### src/design/sfr_pkg.sv
// Shared types and constants for the stuffed frame receiver.
`default_nettype none

package sfr_pkg;

  localparam logic [7:0] FLAG_BYTE = 8'h7E;
  localparam logic [7:0] ADDR_BYTE = 8'h03;
  localparam logic [7:0] CTRL_SEQ0 = 8'h00;
  localparam logic [7:0] CTRL_SEQ1 = 8'h40;
  localparam logic [7:0] ESC_BYTE  = 8'h7D;
  localparam logic [7:0] ESC_FLAG  = 8'h5E;
  localparam logic [7:0] ESC_ESC   = 8'h5D;
  localparam logic [7:0] RR_SEQ0   = 8'h05;
  localparam logic [7:0] RR_SEQ1   = 8'h85;
  localparam logic [7:0] REJ_SEQ0  = 8'h01;
  localparam logic [7:0] REJ_SEQ1  = 8'h81;

  localparam logic [2:0] PH_HUNT = 3'd0;
  localparam logic [2:0] PH_ADDR = 3'd1;
  localparam logic [2:0] PH_CTRL = 3'd2;
  localparam logic [2:0] PH_HCHK = 3'd3;
  localparam logic [2:0] PH_BODY = 3'd4;
  localparam logic [2:0] PH_ESC  = 3'd5;

  localparam logic [1:0] V_NEW    = 2'd0;
  localparam logic [1:0] V_DUP    = 2'd1;
  localparam logic [1:0] V_BADCHK = 2'd2;
  localparam logic [1:0] V_BADESC = 2'd3;

  localparam logic KIND_PAYLOAD = 1'b0;
  localparam logic KIND_VERDICT = 1'b1;

  typedef struct packed {
    logic       result_kind;
    logic [7:0] payload_byte;
    logic [1:0] verdict;
    logic [7:0] reply_control;
    logic       frame_sequence;
  } result_t;

endpackage

`default_nettype wire

### src/design/stuffed_frame_receiver.sv
// Top level of the byte-stuffed frame receiver.
//
//   channel | valid     | stall     | payload
//   input   | in_valid  | in_stall  | rx_byte
//   output  | out_valid | out_stall | result_kind, payload_byte, verdict,
//           |           |           | reply_control, frame_sequence
//
// One line byte per cycle sustained while the output is not stalled; a byte passes the input
// register, then its result, if any, the result register.
// Frame state updates in one pass of compare/XOR logic between the two registers.
// rst is synchronous; it clears both stages and the frame state, hunting for a flag.
// A stalled output holds the result register and backs up into in_stall.
`default_nettype none

module stuffed_frame_receiver (
  input  wire logic       clk,
  input  wire logic       rst,
  input  wire logic       in_valid,
  output logic            in_stall,
  input  wire logic [7:0] rx_byte,
  output logic            out_valid,
  input  wire logic       out_stall,
  output logic            result_kind,
  output logic [7:0]      payload_byte,
  output logic [1:0]      verdict,
  output logic [7:0]      reply_control,
  output logic            frame_sequence
);

  logic             advance;
  logic             held;
  logic [7:0]       held_rx;
  logic             fire;
  logic             res_valid;
  sfr_pkg::result_t res;

  assign fire = held && advance;

  sfr_in_stage u_in (
    .clk      (clk),
    .rst      (rst),
    .in_valid (in_valid),
    .in_stall (in_stall),
    .rx_byte  (rx_byte),
    .advance  (advance),
    .held     (held),
    .held_rx  (held_rx)
  );

  sfr_engine u_engine (
    .clk       (clk),
    .rst       (rst),
    .fire      (fire),
    .c         (held_rx),
    .res_valid (res_valid),
    .res       (res)
  );

  sfr_out_stage u_out (
    .clk            (clk),
    .rst            (rst),
    .fire           (fire),
    .res_valid      (res_valid),
    .res            (res),
    .advance        (advance),
    .out_valid      (out_valid),
    .out_stall      (out_stall),
    .result_kind    (result_kind),
    .payload_byte   (payload_byte),
    .verdict        (verdict),
    .reply_control  (reply_control),
    .frame_sequence (frame_sequence)
  );

endmodule

`default_nettype wire

### src/design/sfr_in_stage.sv
// Input register stage for received line bytes.
`default_nettype none

module sfr_in_stage (
  input  wire logic       clk,
  input  wire logic       rst,
  input  wire logic       in_valid,
  output logic            in_stall,
  input  wire logic [7:0] rx_byte,
  input  wire logic       advance,
  output logic            held,
  output logic [7:0]      held_rx
);

  logic       valid1;
  logic [7:0] byte1;

  assign in_stall = valid1 && !advance;
  assign held     = valid1;
  assign held_rx  = byte1;

  always_ff @(posedge clk) begin
    if (rst) begin
      valid1 <= 1'b0;
    end else if (!in_stall) begin
      valid1 <= in_valid;
    end
  end

  always_ff @(posedge clk) begin
    if (in_valid && !in_stall) begin
      byte1 <= rx_byte;
    end
  end

endmodule

`default_nettype wire

### src/design/sfr_engine.sv
// Frame state machine: header hunt, destuffing, trailer check and verdict.
`default_nettype none

module sfr_engine (
  input  wire logic       clk,
  input  wire logic       rst,
  input  wire logic       fire,
  input  wire logic [7:0] c,
  output logic            res_valid,
  output sfr_pkg::result_t res
);

  logic [2:0] phase, phase_next;
  logic       received_sequence, received_sequence_next;
  logic [7:0] running_parity, running_parity_next;
  logic [7:0] held_byte, held_byte_next;
  logic       held_valid, held_valid_next;
  logic       expected_sequence, expected_sequence_next;

  always_comb begin
    logic [7:0] data;
    logic       take_data;
    logic       give_verdict;
    logic       positive;
    logic [1:0] vcode;
    logic [7:0] hdr_chk;

    data        = c;
    take_data   = 1'b0;
    give_verdict = 1'b0;
    positive    = 1'b0;
    vcode       = sfr_pkg::V_NEW;
    hdr_chk     = sfr_pkg::ADDR_BYTE ^
                  (received_sequence ? sfr_pkg::CTRL_SEQ1 : sfr_pkg::CTRL_SEQ0);

    phase_next             = phase;
    received_sequence_next = received_sequence;
    running_parity_next    = running_parity;
    held_byte_next         = held_byte;
    held_valid_next        = held_valid;
    expected_sequence_next = expected_sequence;
    res_valid              = 1'b0;
    res                    = '0;

    case (phase)
      sfr_pkg::PH_HUNT: begin
        if (c == sfr_pkg::FLAG_BYTE) phase_next = sfr_pkg::PH_ADDR;
      end
      sfr_pkg::PH_ADDR: begin
        if (c == sfr_pkg::ADDR_BYTE) phase_next = sfr_pkg::PH_CTRL;
        else if (c != sfr_pkg::FLAG_BYTE) phase_next = sfr_pkg::PH_HUNT;
      end
      sfr_pkg::PH_CTRL: begin
        if (c == sfr_pkg::CTRL_SEQ0 || c == sfr_pkg::CTRL_SEQ1) begin
          received_sequence_next = (c == sfr_pkg::CTRL_SEQ1);
          phase_next = sfr_pkg::PH_HCHK;
        end else if (c == sfr_pkg::FLAG_BYTE) begin
          phase_next = sfr_pkg::PH_ADDR;
        end else begin
          phase_next = sfr_pkg::PH_HUNT;
        end
      end
      sfr_pkg::PH_HCHK: begin
        if (c == hdr_chk) begin
          running_parity_next = '0;
          held_valid_next     = 1'b0;
          phase_next          = sfr_pkg::PH_BODY;
        end else begin
          phase_next = sfr_pkg::PH_HUNT;
        end
      end
      sfr_pkg::PH_BODY: begin
        if (c == sfr_pkg::FLAG_BYTE) begin
          give_verdict = 1'b1;
          if (!held_valid || held_byte != running_parity) begin
            vcode = sfr_pkg::V_BADCHK;
          end else if (received_sequence == expected_sequence) begin
            expected_sequence_next = !expected_sequence;
            vcode    = sfr_pkg::V_NEW;
            positive = 1'b1;
          end else begin
            vcode    = sfr_pkg::V_DUP;
            positive = 1'b1;
          end
        end else if (c == sfr_pkg::ESC_BYTE) begin
          phase_next = sfr_pkg::PH_ESC;
        end else begin
          take_data = 1'b1;
        end
      end
      sfr_pkg::PH_ESC: begin
        if (c == sfr_pkg::ESC_FLAG) begin
          phase_next = sfr_pkg::PH_BODY;
          data       = sfr_pkg::FLAG_BYTE;
          take_data  = 1'b1;
        end else if (c == sfr_pkg::ESC_ESC) begin
          phase_next = sfr_pkg::PH_BODY;
          data       = sfr_pkg::ESC_BYTE;
          take_data  = 1'b1;
        end else begin
          give_verdict = 1'b1;
          vcode        = sfr_pkg::V_BADESC;
        end
      end
      default: begin
        phase_next = sfr_pkg::PH_HUNT;
      end
    endcase

    if (take_data) begin
      if (held_valid) begin
        res_valid            = 1'b1;
        res.result_kind      = sfr_pkg::KIND_PAYLOAD;
        res.payload_byte     = held_byte;
        running_parity_next  = running_parity ^ held_byte;
      end
      held_byte_next  = data;
      held_valid_next = 1'b1;
    end

    if (give_verdict) begin
      res_valid          = 1'b1;
      res.result_kind    = sfr_pkg::KIND_VERDICT;
      res.verdict        = vcode;
      res.frame_sequence = received_sequence;
      if (positive) begin
        res.reply_control = received_sequence ? sfr_pkg::RR_SEQ0 : sfr_pkg::RR_SEQ1;
      end else begin
        res.reply_control = received_sequence ? sfr_pkg::REJ_SEQ0 : sfr_pkg::REJ_SEQ1;
      end
      phase_next = sfr_pkg::PH_HUNT;
    end
  end

  always_ff @(posedge clk) begin
    if (rst) begin
      phase             <= sfr_pkg::PH_HUNT;
      received_sequence <= 1'b0;
      running_parity    <= '0;
      held_valid        <= 1'b0;
      expected_sequence <= 1'b0;
    end else if (fire) begin
      phase             <= phase_next;
      received_sequence <= received_sequence_next;
      running_parity    <= running_parity_next;
      held_valid        <= held_valid_next;
      expected_sequence <= expected_sequence_next;
    end
  end

  always_ff @(posedge clk) begin
    if (fire) begin
      held_byte <= held_byte_next;
    end
  end

  // verdict always ends the frame
  a_verdict_hunt: assert property (@(posedge clk) disable iff (rst)
    (fire && res_valid && res.result_kind == sfr_pkg::KIND_VERDICT)
      |=> phase == sfr_pkg::PH_HUNT)
    else $error("frame not closed after verdict");

  // expected sequence only moves on a new good frame
  a_seq_toggle: assert property (@(posedge clk) disable iff (rst)
    !(fire && res_valid && res.result_kind == sfr_pkg::KIND_VERDICT &&
      res.verdict == sfr_pkg::V_NEW) |=> $stable(expected_sequence))
    else $error("expected sequence moved without a new frame");

  // header check either drops the frame or opens an empty body
  a_body_open: assert property (@(posedge clk) disable iff (rst)
    (fire && phase == sfr_pkg::PH_HCHK) |=> (phase == sfr_pkg::PH_HUNT ||
      (phase == sfr_pkg::PH_BODY && !held_valid && running_parity == 8'h00)))
    else $error("body opened with stale state");

  // payload results only come from body bytes
  a_payload_src: assert property (@(posedge clk) disable iff (rst)
    (fire && res_valid && res.result_kind == sfr_pkg::KIND_PAYLOAD)
      |=> held_valid && (phase == sfr_pkg::PH_BODY))
    else $error("payload emitted outside the body");

endmodule

`default_nettype wire

### src/design/sfr_out_stage.sv
// Result register driving the output channel.
`default_nettype none

module sfr_out_stage (
  input  wire logic             clk,
  input  wire logic             rst,
  input  wire logic             fire,
  input  wire logic             res_valid,
  input  wire sfr_pkg::result_t res,
  output logic                  advance,
  output logic                  out_valid,
  input  wire logic             out_stall,
  output logic                  result_kind,
  output logic [7:0]            payload_byte,
  output logic [1:0]            verdict,
  output logic [7:0]            reply_control,
  output logic                  frame_sequence
);

  logic             valid2;
  sfr_pkg::result_t res2;

  assign advance        = !valid2 || !out_stall;
  assign out_valid      = valid2;
  assign result_kind    = res2.result_kind;
  assign payload_byte   = res2.payload_byte;
  assign verdict        = res2.verdict;
  assign reply_control  = res2.reply_control;
  assign frame_sequence = res2.frame_sequence;

  always_ff @(posedge clk) begin
    if (rst) begin
      valid2 <= 1'b0;
    end else if (advance) begin
      valid2 <= fire && res_valid;
    end
  end

  always_ff @(posedge clk) begin
    if (advance && fire && res_valid) begin
      res2 <= res;
    end
  end

endmodule

`default_nettype wire

### config.mk
export PLATFORM = sky130hd
export DESIGN_NAME = stuffed_frame_receiver
export DESIGN_NICKNAME = d
export VERILOG_FILES = /design/src/design/sfr_pkg.sv /design/src/design/stuffed_frame_receiver.sv /design/src/design/sfr_in_stage.sv /design/src/design/sfr_engine.sv /design/src/design/sfr_out_stage.sv
export SDC_FILE = /design/constraint.sdc
export NUM_CORES = 1
export LEC_CHECK = 0
export BUFFER_PORTS_ARGS = -buffer_cell sky130_fd_sc_hd__buf_2
export CORE_ASPECT_RATIO = 1.5
export CORE_UTILIZATION = 59
export CTS_BUF_LIST = sky130_fd_sc_hd__clkbuf_4 sky130_fd_sc_hd__clkbuf_8
export CTS_CLUSTER_SIZE = 10
export DETAILED_ROUTE_END_ITERATION = 8
export GPL_TIMING_DRIVEN = 1
export HOLD_SLACK_MARGIN = 0.08
export PLACE_DENSITY = 0.85
export REMOVE_ABC_BUFFERS = 1
export SKIP_CTS_REPAIR_TIMING = 1
export SYNTH_ARGS = -nofsm -noshare
export SYNTH_HDL_FRONTEND = slang
export SYNTH_HIERARCHICAL = 1
export SYNTH_SLANG_ARGS = --single-unit
### constraint.sdc
create_clock -name clk -period 3.55 [get_ports clk]
set_clock_uncertainty 0.2 [all_clocks]
set_input_delay 0.1775 -clock clk [delete_from_list [all_inputs] [get_ports clk]]
set_output_delay 0.1775 -clock clk [all_outputs]
set_load 0.05 [all_outputs]
==> reports/summary.txt, run 1 <==
DP Area: 2530 sq um
Top Ports: 34
Worst hold path class: register to register
YS warnings: 6
Distinct cells, synth: 47
Share of cells above drive strength 1: 0.2090
Setup tns final: 0 ns
Biggest area consumer among synthesized cells: edfxtp_1
Syn Area/Cell: 11.56 sq um
Sequential cell area: 1401 sq um
Iteration-0 DRC Markers: 82
Hold path start: u_engine/running_parity[3]$_SDFFE_PP0P_
Most frequent cells in the layout: edfxtp_1 (36), buf_2 (33), dfxtp_1 (16)
Core area: 3924 sq um
Worst slack at placement: 0.8701 ns
Post-DRT Antenna Nets: 0
Final setup vio count: 0
Ys async rst share: 0
Synthesis-stage register bit count: 52
Slew @ Worst Pin: 0.9510 ns
Sequential Power Share: 0.582
Worst setup margin: 0.7426 ns
Clk pwr share: 0.355
Sequential fraction of the synthesis area: 0.5858
Final Hold Fails: 0
Max clock buf depth: 2
Depth of the worst hold-timing path: 2
Most used flip-flop cell after synthesis: edfxtp_1
Cell area after synthesis: 2392 sq um
RSZ-0062 raised after global routing: no
IO buf count: 33
Area of the multi-input gates: 892.1 sq um
Vias: 1732
Commonest non-fill, non-tap cell in the layout: edfxtp_1
Root Buffer: clkbuf_8
Total Routing Usage GR: 0.2233
# fillers: 289
Max Fanout on Critical Path: 6
Fin crit share: 0.7908
Slew Limit Headroom: 0.3636
DR DRC count: 0
Clock edge transition at the registers on the reported setup and hold paths: 0.09 ns
Reg2reg end: u_out/out_valid$_SDFFE_PP0P_
Worst hold endpoint: u_engine/running_parity[3]$_SDFFE_PP0P_
WP data arrival: 2.86 ns
Worst setup SP type: register
Ranking of synthesized cells by area: edfxtp_1 (45%), dfxtp_1 (13%), xnor2_1 (3.3%), and2_1 (2.9%), nand3_1 (2.7%)
Final Slew Violations: 0
Pre-antenna DRT Iters: 4
FF-to-FF Start: u_in/held_rx[0]$_DFFE_PP_
Fin crit period: 2.807 ns
Sw power: 0.2503 mW
Post-Synthesis Cells: 207
Fin area: 2766 sq um
Rows: 28
PwrDens: 423.6 nW/um^2
R2R depth: 8
Top-area cell type share of the netlist area: 0.4519
Die area: 4318 sq um
Initial Util: 0.6097
Largest net degree at the start of global routing: 21
Util after Layout: 0.7050
Logic pwr share: 0.063
DR WL/cell: 15.70 um
Final Power: 1.172 mW
DP Cell Count: 269
Num CTS Buffers: 5
Flop-to-flop setup slack: 0.74 ns
Crit. End Element: register
Vias per cell: 5.993
Crit path required time: 3.60 ns
Peak supply drop: 0.0004819 V
First-pass GRT wire length: 6975 um
Critical path class: register to register
Number of synthesized flops with an enable pin: 36
CTS tree: yes
Leak pwr: 0.9320 nW
GRT overflow: 0
Outcome: finished, final reports clean
GP Congestion: 0.9774
Sw Share: 0.2136
Die height: 79.99 um
Worst hold slack: 0.3318 ns
Layout area overhead: 15.64%
Clk_lat worst skew: 0.31 ns
Die X-Extent: 53.99 um
Antenna violations before repair: 0
Int Power: 0.9214 mW
Number of global-route vias before repair: 1572
H-tree Lvls: 2
Non-Filler Instances: 289
Post-Route WL: 4538 um
Layout Nets: 255
Ant diodes: 0
Max Cap Viol: 0
Clk sink count: 52
Post-DP HPWL: 3058 um
Max Freq: 356.2 MHz
==> power groups by stage <==
stage          clock network, mW  logic, mW  registers, mW
2_1_floorplan                  0     0.0362          0.696
3_3_place_gp                   0     0.0610          0.695
4_1_cts                    0.418     0.0629          0.682
5_1_grt                    0.433     0.0794          0.685
6_report                   0.416     0.0739          0.682
3_5_place_dp                   0     0.0626          0.696
==> worst max path at each step <==
stage | startpoint | to | depth (start not counted)
2_1_floorplan | u_in/held_rx[0]$_DFFE_PP_ | u_out/frame_sequence$_DFFE_PP_ | 7
3_3_place_gp | u_in/held_rx[7]$_DFFE_PP_ | u_engine/running_parity[5]$_SDFFE_PP0P_ | 5
3_5_place_dp | u_in/held_rx[0]$_DFFE_PP_ | u_engine/running_parity[6]$_SDFFE_PP0P_ | 5
4_1_cts | u_in/held_rx[0]$_DFFE_PP_ | u_engine/running_parity[7]$_SDFFE_PP0P_ | 5
5_1_grt | u_in/held_rx[0]$_DFFE_PP_ | u_out/out_valid$_SDFFE_PP0P_ | 8
6_report | u_in/held_rx[0]$_DFFE_PP_ | u_out/out_valid$_SDFFE_PP0P_ | 8
==> metal layers <==
layer | global-route usage | vias to the layer above | wire [um]
met2 | 0.4000 | 84 | 2527
met3 | 0.04190 | 12 | 247
met1 | 0.2434 | 809 | 1637
li1 | - | 827 | -
met5 | 0 | - | 0
met4 | 0.09744 | 0 | 126
==> state kept, by name, summed over array words and instances, names as in the netlist <==
| name | cells |
|---|---|
| u_out/frame_sequence | 1 |
| u_engine/running_parity | 8 |
| u_out/out_valid | 1 |
| u_out/result_kind | 1 |
| u_in/held_rx | 8 |
| u_engine/phase | 3 |
| u_in/held | 1 |
| u_engine/held_byte | 8 |
| u_engine/received_sequence | 1 |
| u_out/payload_byte | 8 |
| u_out/verdict | 2 |
| u_engine/held_valid | 1 |
| u_engine/expected_sequence | 1 |
| u_out/reply_control | 8 |
==> area by class of cell <==
cell class              count  area share
multi-input cells         136      0.3225
repair buffers             46      0.1058
inverters                   2    0.002714
clock buffers               6     0.02985
clock inverters             2     0.01221
well taps                  45     0.02035
flip-flops and latches     52      0.5066
==> synth_stat cells, drive strengths merged, types with 2 or more instances <==
library cell,n
a21oi,7
a31oi,9
a41oi,2
and2,11
buf,8
clkbuf,13
dfxtp,16
edfxtp,36
inv,2
nand2,8
nand2b,4
nand3,13
nand3b,8
nand4,4
nor2,6
nor2b,6
nor3,7
nor4b,3
o21ai,3
o21bai,2
or3,2
or3b,8
or4,2
xnor2,9
xor2,2
==> kinds of logic after synthesis <==
kind of cell | after synthesis | share of synthesized area
DFF | 52 | 0.5858
muxes | 1 | 0.004184
other | 1 | 0.001568
xor gates and xnor gates | 11 | 0.04028
buffers and inverters | 23 | 0.04916
and+or+nand+nor | 86 | 0.2223
AOI/OAI and AO/OA | 33 | 0.09676
==> worst max-delay path: stages, from the launching register on <==
cell and delay (ns):
edfxtp_1 0.48, xnor2_1 0.53, o31a_1 0.31, a21oi_1 0.07, nand2b_1 0.21, o21ai_0 0.11
nand2_1 0.12, a21oi_2 0.16, dlygate4sd3_1 0.57
Power figures use the tool's default switching activity.
==> run 2: changes to the inputs <==
==> constraint.sdc (replaced) <==
create_clock -name clk -period 2.85 [get_ports clk]
set_clock_uncertainty 0.2 [all_clocks]
set_input_delay 0.1425 -clock clk [delete_from_list [all_inputs] [get_ports clk]]
set_output_delay 0.1425 -clock clk [all_outputs]
set_load 0.05 [all_outputs]
==> run 2 against run 1 <==
Effect of this change:
- via count down 0.87%
- clock-buffer cell count unchanged
- utilization up 0.29 points
- global-route usage up 0.94 points
- sequential share of layout area down 0.21 points
- total power up 15%
- final cell count up 1.4%
- hold slack worse by 0.024 ns
- critical path type unchanged
- highest routed layer unchanged
==> reports/summary.txt, run 2 (synthesis results as in run 1) <==
Outcome: finished, final reports clean
H-tree Lvls: 2 (unchanged)
Worst setup margin: 0.1529 ns (-0.5897 ns)
Sw Share: 0.2240 (+0.01034)
Layout area overhead: 16.11%
Crit path from: u_in/held_rx[1]$_DFFE_PP_
Fin crit period: 2.697 ns (-0.1103 ns)
Core area: 3924 sq um (unchanged)
Crit path required time: 2.88 ns (-0.72 ns)
Vias: 1717 (-0.87%)
Share of cells above drive strength 1: 0.2258 (+0.01679)
PwrDens: 486.2 nW/um^2 (+15%)
Fin area: 2778 sq um (+0.41%)
Ant diodes: 0 (unchanged)
GP Congestion: 0.9176 (-6.1%)
Final Slew Violations: 0 (unchanged)
Pre-antenna DRT Iters: 6 (+2)
Commonest non-fill, non-tap cell in the layout: edfxtp_1
Number of global-route vias before repair: 1567 (-0.32%)
Num CTS Buffers: 5 (unchanged)
Int Power: 1.048 mW (+14%)
Worst setup SP type: register
Fin crit share: 0.9464 (+0.1555)
Die X-Extent: 53.99 um (unchanged)
RSZ-0062 raised after global routing: no
FF-to-FF Start: u_in/held_rx[1]$_DFFE_PP_
Clk pwr share: 0.301 (-0.054)
Max Freq: 370.8 MHz (+4.1%)
DR DRC count: 0 (unchanged)
Layout Nets: 259 (+1.6%)
Most frequent cells in the layout: edfxtp_1 (36), buf_2 (33), dfxtp_1 (16)
Critical path class: register to register
DR WL/cell: 15.49 um (-1.4%)
Leak pwr: 0.9361 nW (+0.44%)
DP Area: 2580 sq um (+2.0%)
IO buf count: 33 (unchanged)
Slew @ Worst Pin: 0.6938 ns (-0.2572 ns)
Die height: 79.99 um (unchanged)
Total Routing Usage GR: 0.2328 (+0.009443)
Vias per cell: 5.860 (-2.2%)
Max clock buf depth: 2 (unchanged)
DP Cell Count: 274 (+1.9%)
Rows: 28 (unchanged)
CTS tree: yes
CP Capture Point: u_engine/running_parity[5]$_SDFFE_PP0P_
Post-Route WL: 4538 um (unchanged)
Root Buffer: clkbuf_8
Peak supply drop: 0.0005090 V (+5.6%)
Post-DP HPWL: 3120 um (+2.0%)
Max Cap Viol: 0 (unchanged)
Post-DRT Antenna Nets: 0 (unchanged)
Largest net degree at the start of global routing: 21 (unchanged)
Sw power: 0.3025 mW (+21%)
First-pass GRT wire length: 6948 um (-0.39%)
Top Ports: 34 (unchanged)
Worst hold path class: register to register
Flop-to-flop setup slack: 0.15 ns (-0.59 ns)
Non-Filler Instances: 293 (+1.4%)
Final Power: 1.350 mW (+15%)
Clk_lat worst skew: 0.31 ns (about the same)
Logic pwr share: 0.071 (+0.008)
Final Hold Fails: 0 (unchanged)
Worst slack at placement: 0.2086 ns (-0.6615 ns)
Clock edge transition at the registers on the reported setup and hold paths: 0.09 ns (about the same)
GRT overflow: 0 (unchanged)
Initial Util: 0.6097 (unchanged)
Iteration-0 DRC Markers: 73 (-11%)
Slew Limit Headroom: 0.5332 (+0.1696)
Crit. End Element: register
Final setup vio count: 0 (unchanged)
Max Fanout on Critical Path: 16 (+10)
Reg2reg end: u_engine/running_parity[5]$_SDFFE_PP0P_
Die area: 4318 sq um (unchanged)
WP data arrival: 2.73 ns (-0.13 ns)
Clk sink count: 52 (unchanged)
Sequential Power Share: 0.628 (+0.046)
R2R depth: 5 (-3)
Antenna violations before repair: 0 (unchanged)
==> run 2: critical path, stage by stage, from the launching register on <==
cell and delay (ns):
edfxtp_1 0.48, xnor2_1 0.23, o31a_1 0.38, or3_1 0.60, or3b_2 0.54, a31oi_1 0.20
==> run 2: power by group through the flow <==
stage          Sequential [mW]  Clock, mW  Combinational (mW)
3_3_place_gp             0.864          0              0.0803
2_1_floorplan            0.867          0              0.0451
5_1_grt                  0.852      0.445               0.102
3_5_place_dp             0.865          0              0.0817
6_report                 0.848      0.407              0.0952
4_1_cts                  0.848      0.417              0.0826
==> run 2: per-stage QoR <==
step           TNS, ns  hold slack, ns    util
2_1_floorplan   -4.612        0.004945       -
3_3_place_gp         0          0.1191  0.6575
3_5_place_dp         0          0.1206  0.6575
4_1_cts              0         -0.2021  0.6798
5_1_grt              0          0.3283  0.7079
6_report             0          0.3078  0.7079
==> run 2: layer usage <==
layer  vias up  track usage  routed length [um]  part of all wire
met1       802       0.2290                1693              0.37
met3        16      0.05143                 181             0.040
met5         -            0                   0                 0
met4         0       0.1564                 200             0.044
li1        844            -                   -                 -
met2        55       0.4099                2463              0.54
==> run 2: cell type report <==
cell class / instances / area, sq um
Clock buffer: 6 / 76.32
Clock inverter: 2 / 11.26
Fill cell: 288 / 1146
Inverter: 2 / 7.507
Multi-Input combinational cell: 136 / 892.1
Sequential cell: 52 / 1401
Tap cell: 45 / 56.30
Timing Repair Buffer: 50 / 332.8
==> run 2: worst min-delay path by stage <==
| stage | from | end | slack (ns) | depth (start not counted) |
|---|---|---|---|---|
| global placement | rx_byte[4] | u_in/held_rx[4]$_DFFE_PP_ | 0.12 | 1 |
| global route | rx_byte[4] | u_in/held_rx[4]$_DFFE_PP_ | 0.33 | 2 |
| finish | u_in/held_rx[7]$_DFFE_PP_ | u_engine/held_byte[7]$_DFFE_PP_ | 0.31 | 0 |
| CTS | rx_byte[7] | u_in/held_rx[7]$_DFFE_PP_ | -0.20 | 1 |
| detailed placement | rx_byte[7] | u_in/held_rx[7]$_DFFE_PP_ | 0.12 | 1 |
| floorplan | rst | u_out/out_valid$_SDFFE_PP0P_ | 0.005 | 1 |
==> run 3: changes to the inputs <==
--- a/config.mk
+++ b/config.mk
@@ -18,5 +18,4 @@
 export SKIP_CTS_REPAIR_TIMING = 1
 export SYNTH_ARGS = -nofsm -noshare
 export SYNTH_HDL_FRONTEND = slang
-export SYNTH_HIERARCHICAL = 1
 export SYNTH_SLANG_ARGS = --single-unit
==> run 3 against run 2 <==
Effect of this change:
- setup slack improved by 0.070 ns
- area after synthesis down 3.1%
- register-to-register slack gained 0.07 ns
- sequential power shrank 13%
- via count fell by 7.6%
- global-route usage decreased by 0.52 points
- flip-flop and latch count decreased by 5
==> reports/summary.txt, run 3 <==
FF-to-FF Start: u_in.held_rx[7]$_DFFE_PP_
Crit path from: u_in.held_rx[7]$_DFFE_PP_
Max Cap Viol: 0 (unchanged)
Ant diodes: 0 (unchanged)
Most frequent cells in the layout: edfxtp_1 (31), buf_2 (28), dfxtp_1 (16)
R2R depth: 8 (+3)
Vias per cell: 5.688 (-2.9%)
Iteration-0 DRC Markers: 52 (-29%)
Layout area overhead: 15.11%
CP Capture Point: u_out.out_valid$_SDFFE_PP0N_
Pre-antenna DRT Iters: 4 (-2)
H-tree Lvls: 2 (unchanged)
Sw Share: 0.2064 (-0.01758)
GP Congestion: 0.8577 (-6.5%)
Post-DP HPWL: 2958 um (-5.2%)
Outcome: finished, final reports clean
Final Hold Fails: 0 (unchanged)
DR WL/cell: 15.13 um (-2.3%)
Post-Synthesis Cells: 199 (-3.9%)
Crit. End Element: register
DP Cell Count: 258 (-5.8%)
Biggest area consumer among synthesized cells: edfxtp_1
Ranking of synthesized cells by area: edfxtp_1 (40%), dfxtp_1 (14%), and2_1 (2.7%), nor2b_1 (2.7%), nor3b_2 (2.7%)
Number of global-route vias before repair: 1529 (-2.4%)
Clk pwr share: 0.369 (+0.068)
Syn Area/Cell: 11.65 sq um (+0.81%)
Worst slack at placement: 0.4170 ns (+0.2084 ns)
Final setup vio count: 0 (unchanged)
WP data arrival: 2.68 ns (-0.05 ns)
Post-DRT Antenna Nets: 0 (unchanged)
Setup tns final: 0 ns (unchanged)
# fillers: 276 (-4.2%)
Dominant cell by count in the synthesized netlist: edfxtp_1
Core area: 3716 sq um (-5.3%)
Rows: 27 (-3.6%)
Max Freq: 380.6 MHz (+2.6%)
Slew @ Worst Pin: 0.6270 ns (-0.06682 ns)
RSZ-0062 raised after global routing: no
Total Routing Usage GR: 0.2276 (-0.005223)
YS warnings: 0 (-6)
PwrDens: 477.6 nW/um^2 (-1.8%)
First-pass GRT wire length: 6741 um (-3.0%)
Post-Route WL: 4222 um (-7.0%)
Largest net degree at the start of global routing: 16 (-24%)
Initial Util: 0.6239 (+0.01421)
Ys async rst share: 0 (unchanged)
Worst setup margin: 0.2225 ns (+0.06960 ns)
Clock edge transition at the registers on the reported setup and hold paths: 0.09 ns (about the same)
Int Power: 1.011 mW (-3.5%)
Logic pwr share: 0.049 (-0.022)
Sequential Power Share: 0.581 (-0.047)
Die X-Extent: 53.19 um (-1.5%)
Vias: 1587 (-7.6%)
DR DRC count: 0 (unchanged)
Layout Nets: 247 (-4.6%)
Antenna violations before repair: 0 (unchanged)
Number of synthesized flops with an enable pin: 31 (-14%)
Most used flip-flop cell after synthesis: edfxtp_1
Worst hold slack: 0.3124 ns (+0.004642 ns)
Fin crit share: 0.9219 (-0.02442)
Peak supply drop: 0.0004546 V (-11%)
Reg2reg end: u_out.out_valid$_SDFFE_PP0N_
Clk_lat worst skew: 0.30 ns (about the same)
Non-Filler Instances: 279 (-4.8%)
Clk sink count: 47 (-9.6%)
Worst setup SP type: register
Share of cells above drive strength 1: 0.2500 (+0.02419)
Synthesis-stage register bit count: 47 (-9.6%)
Sw power: 0.2631 mW (-13%)
Top Ports: 34 (unchanged)
Num CTS Buffers: 5 (unchanged)
Distinct cells, synth: 51 (+8.5%)
Sequential fraction of the synthesis area: 0.5397 (-0.04611)
Final Slew Violations: 0 (unchanged)
Crit path required time: 2.90 ns (+0.02 ns)
Post-synth top cells: edfxtp_1 (31), dfxtp_1 (16), nor2_1 (14)
Max clock buf depth: 2 (unchanged)
Worst hold path class: register to register
IO buf count: 28 (-15%)
Die area: 4190 sq um (-3.0%)
Fin crit period: 2.628 ns (-0.06960 ns)
Top-area cell type share of the netlist area: 0.4015 (-0.05037)
Commonest non-fill, non-tap cell in the layout: edfxtp_1
GRT overflow: 0 (unchanged)
Slew Limit Headroom: 0.5813 (+0.04805)
Root Buffer: clkbuf_8
Critical path class: register to register
Cell area after synthesis: 2318 sq um (-3.1%)
Leak pwr: 1.051 nW (+12%)
Flop-to-flop setup slack: 0.22 ns (+0.07 ns)
Die height: 78.78 um (-1.5%)
Max Fanout on Critical Path: 5 (-11)
CTS tree: yes
==> run 3: cell count changes after synthesis, moves of 5 or more <==
cell / change
nand3b_1: -5
clkbuf_1: -5
nor2b_1: +5
nor3b_2: +5
edfxtp_1: -5
nand3_1: -7
nor2_1: +8
a31oi_1: -8
or3b_2: -6
==> run 3: cell type report <==
| cell class | count | area [sq um] | area share |
|---|---|---|---|
| clock buffer | 5 | 68.82 | 0.02579 |
| clock inverter | 3 | 38.79 | 0.01453 |
| inverter | 4 | 15.01 | 0.005626 |
| multi-input combinational | 132 | 940.9 | 0.3526 |
| sequential | 47 | 1251 | 0.4688 |
| tap | 43 | 53.80 | 0.02016 |
| timing repair buffer | 45 | 300.3 | 0.1125 |
==> run 3: worst min path at each step <==
stage                     slack (ns)                                     from  depth (start not counted)                                      end
after floorplan                 0.01                                      rst                          1           u_engine.phase[0]$_SDFFE_PP0P_
after global placement          0.12                               rx_byte[2]                          1                u_in.held_rx[2]$_DFFE_PP_
after detailed placement        0.12                               rx_byte[6]                          1                u_in.held_rx[6]$_DFFE_PP_
after CTS                      -0.19                               rx_byte[0]                          1                u_in.held_rx[0]$_DFFE_PP_
after global routing            0.33  u_engine.running_parity[6]$_SDFFE_PP0P_                          1  u_engine.running_parity[6]$_SDFFE_PP0P_
final                           0.31  u_engine.running_parity[6]$_SDFFE_PP0P_                          1  u_engine.running_parity[6]$_SDFFE_PP0P_
==> run 3: power by group through the flow <==
stage          Combinational [mW]  Sequential, mW  Clock, mW
2_1_floorplan              0.0357           0.754          0
3_5_place_dp               0.0494           0.757          0
4_1_cts                    0.0495           0.741      0.478
6_report                   0.0628           0.741      0.471
3_3_place_gp               0.0491           0.756          0
5_1_grt                    0.0677           0.743      0.501
==> run 3: through the flow <==
stage	util	total power [mW]	area, sq um
after CTS	0.6832	1.268	2539
after global placement	0.6542	0.8051	2431
final	0.7182	1.275	2669
after global routing	0.7182	1.311	2669
after floorplan	-	0.7893	2207
after detailed placement	0.6542	0.8059	2431
==> run 3: critical path, cell delays in order (launching register included) <==
cell,delay [ns]
edfxtp_1,0.44
nand2b_1,0.23
o32a_1,0.36
o22ai_1,0.25
nand2_1,0.14
inv_1,0.16
o21ai_1,0.11
a21oi_1,0.14
dlygate4sd3_1,0.55
==> run 3: metal layers <==
metal  wire [um]  GRT usage  share of wire
met1        1599     0.2366           0.38
met2        2334     0.3987           0.55
met3         128    0.05747          0.030
met4         159     0.1263          0.038
met5           0          0              0
==> run 3: kinds of logic (layout without fill, tap and decap cells) <==
logic type / Yosys count / in the layout / share of synthesized area
DFF: 47 / 47 / 0.5397
buffers and inverters: 24 / 57 / 0.06098
xor gates and xnor gates: 7 / 7 / 0.03454
AOI/OAI and AO/OA: 34 / 34 / 0.1257
other: 1 / 5 / 0.001617
and+or+nand+nor: 85 / 85 / 0.2331
muxes: 1 / 1 / 0.004317
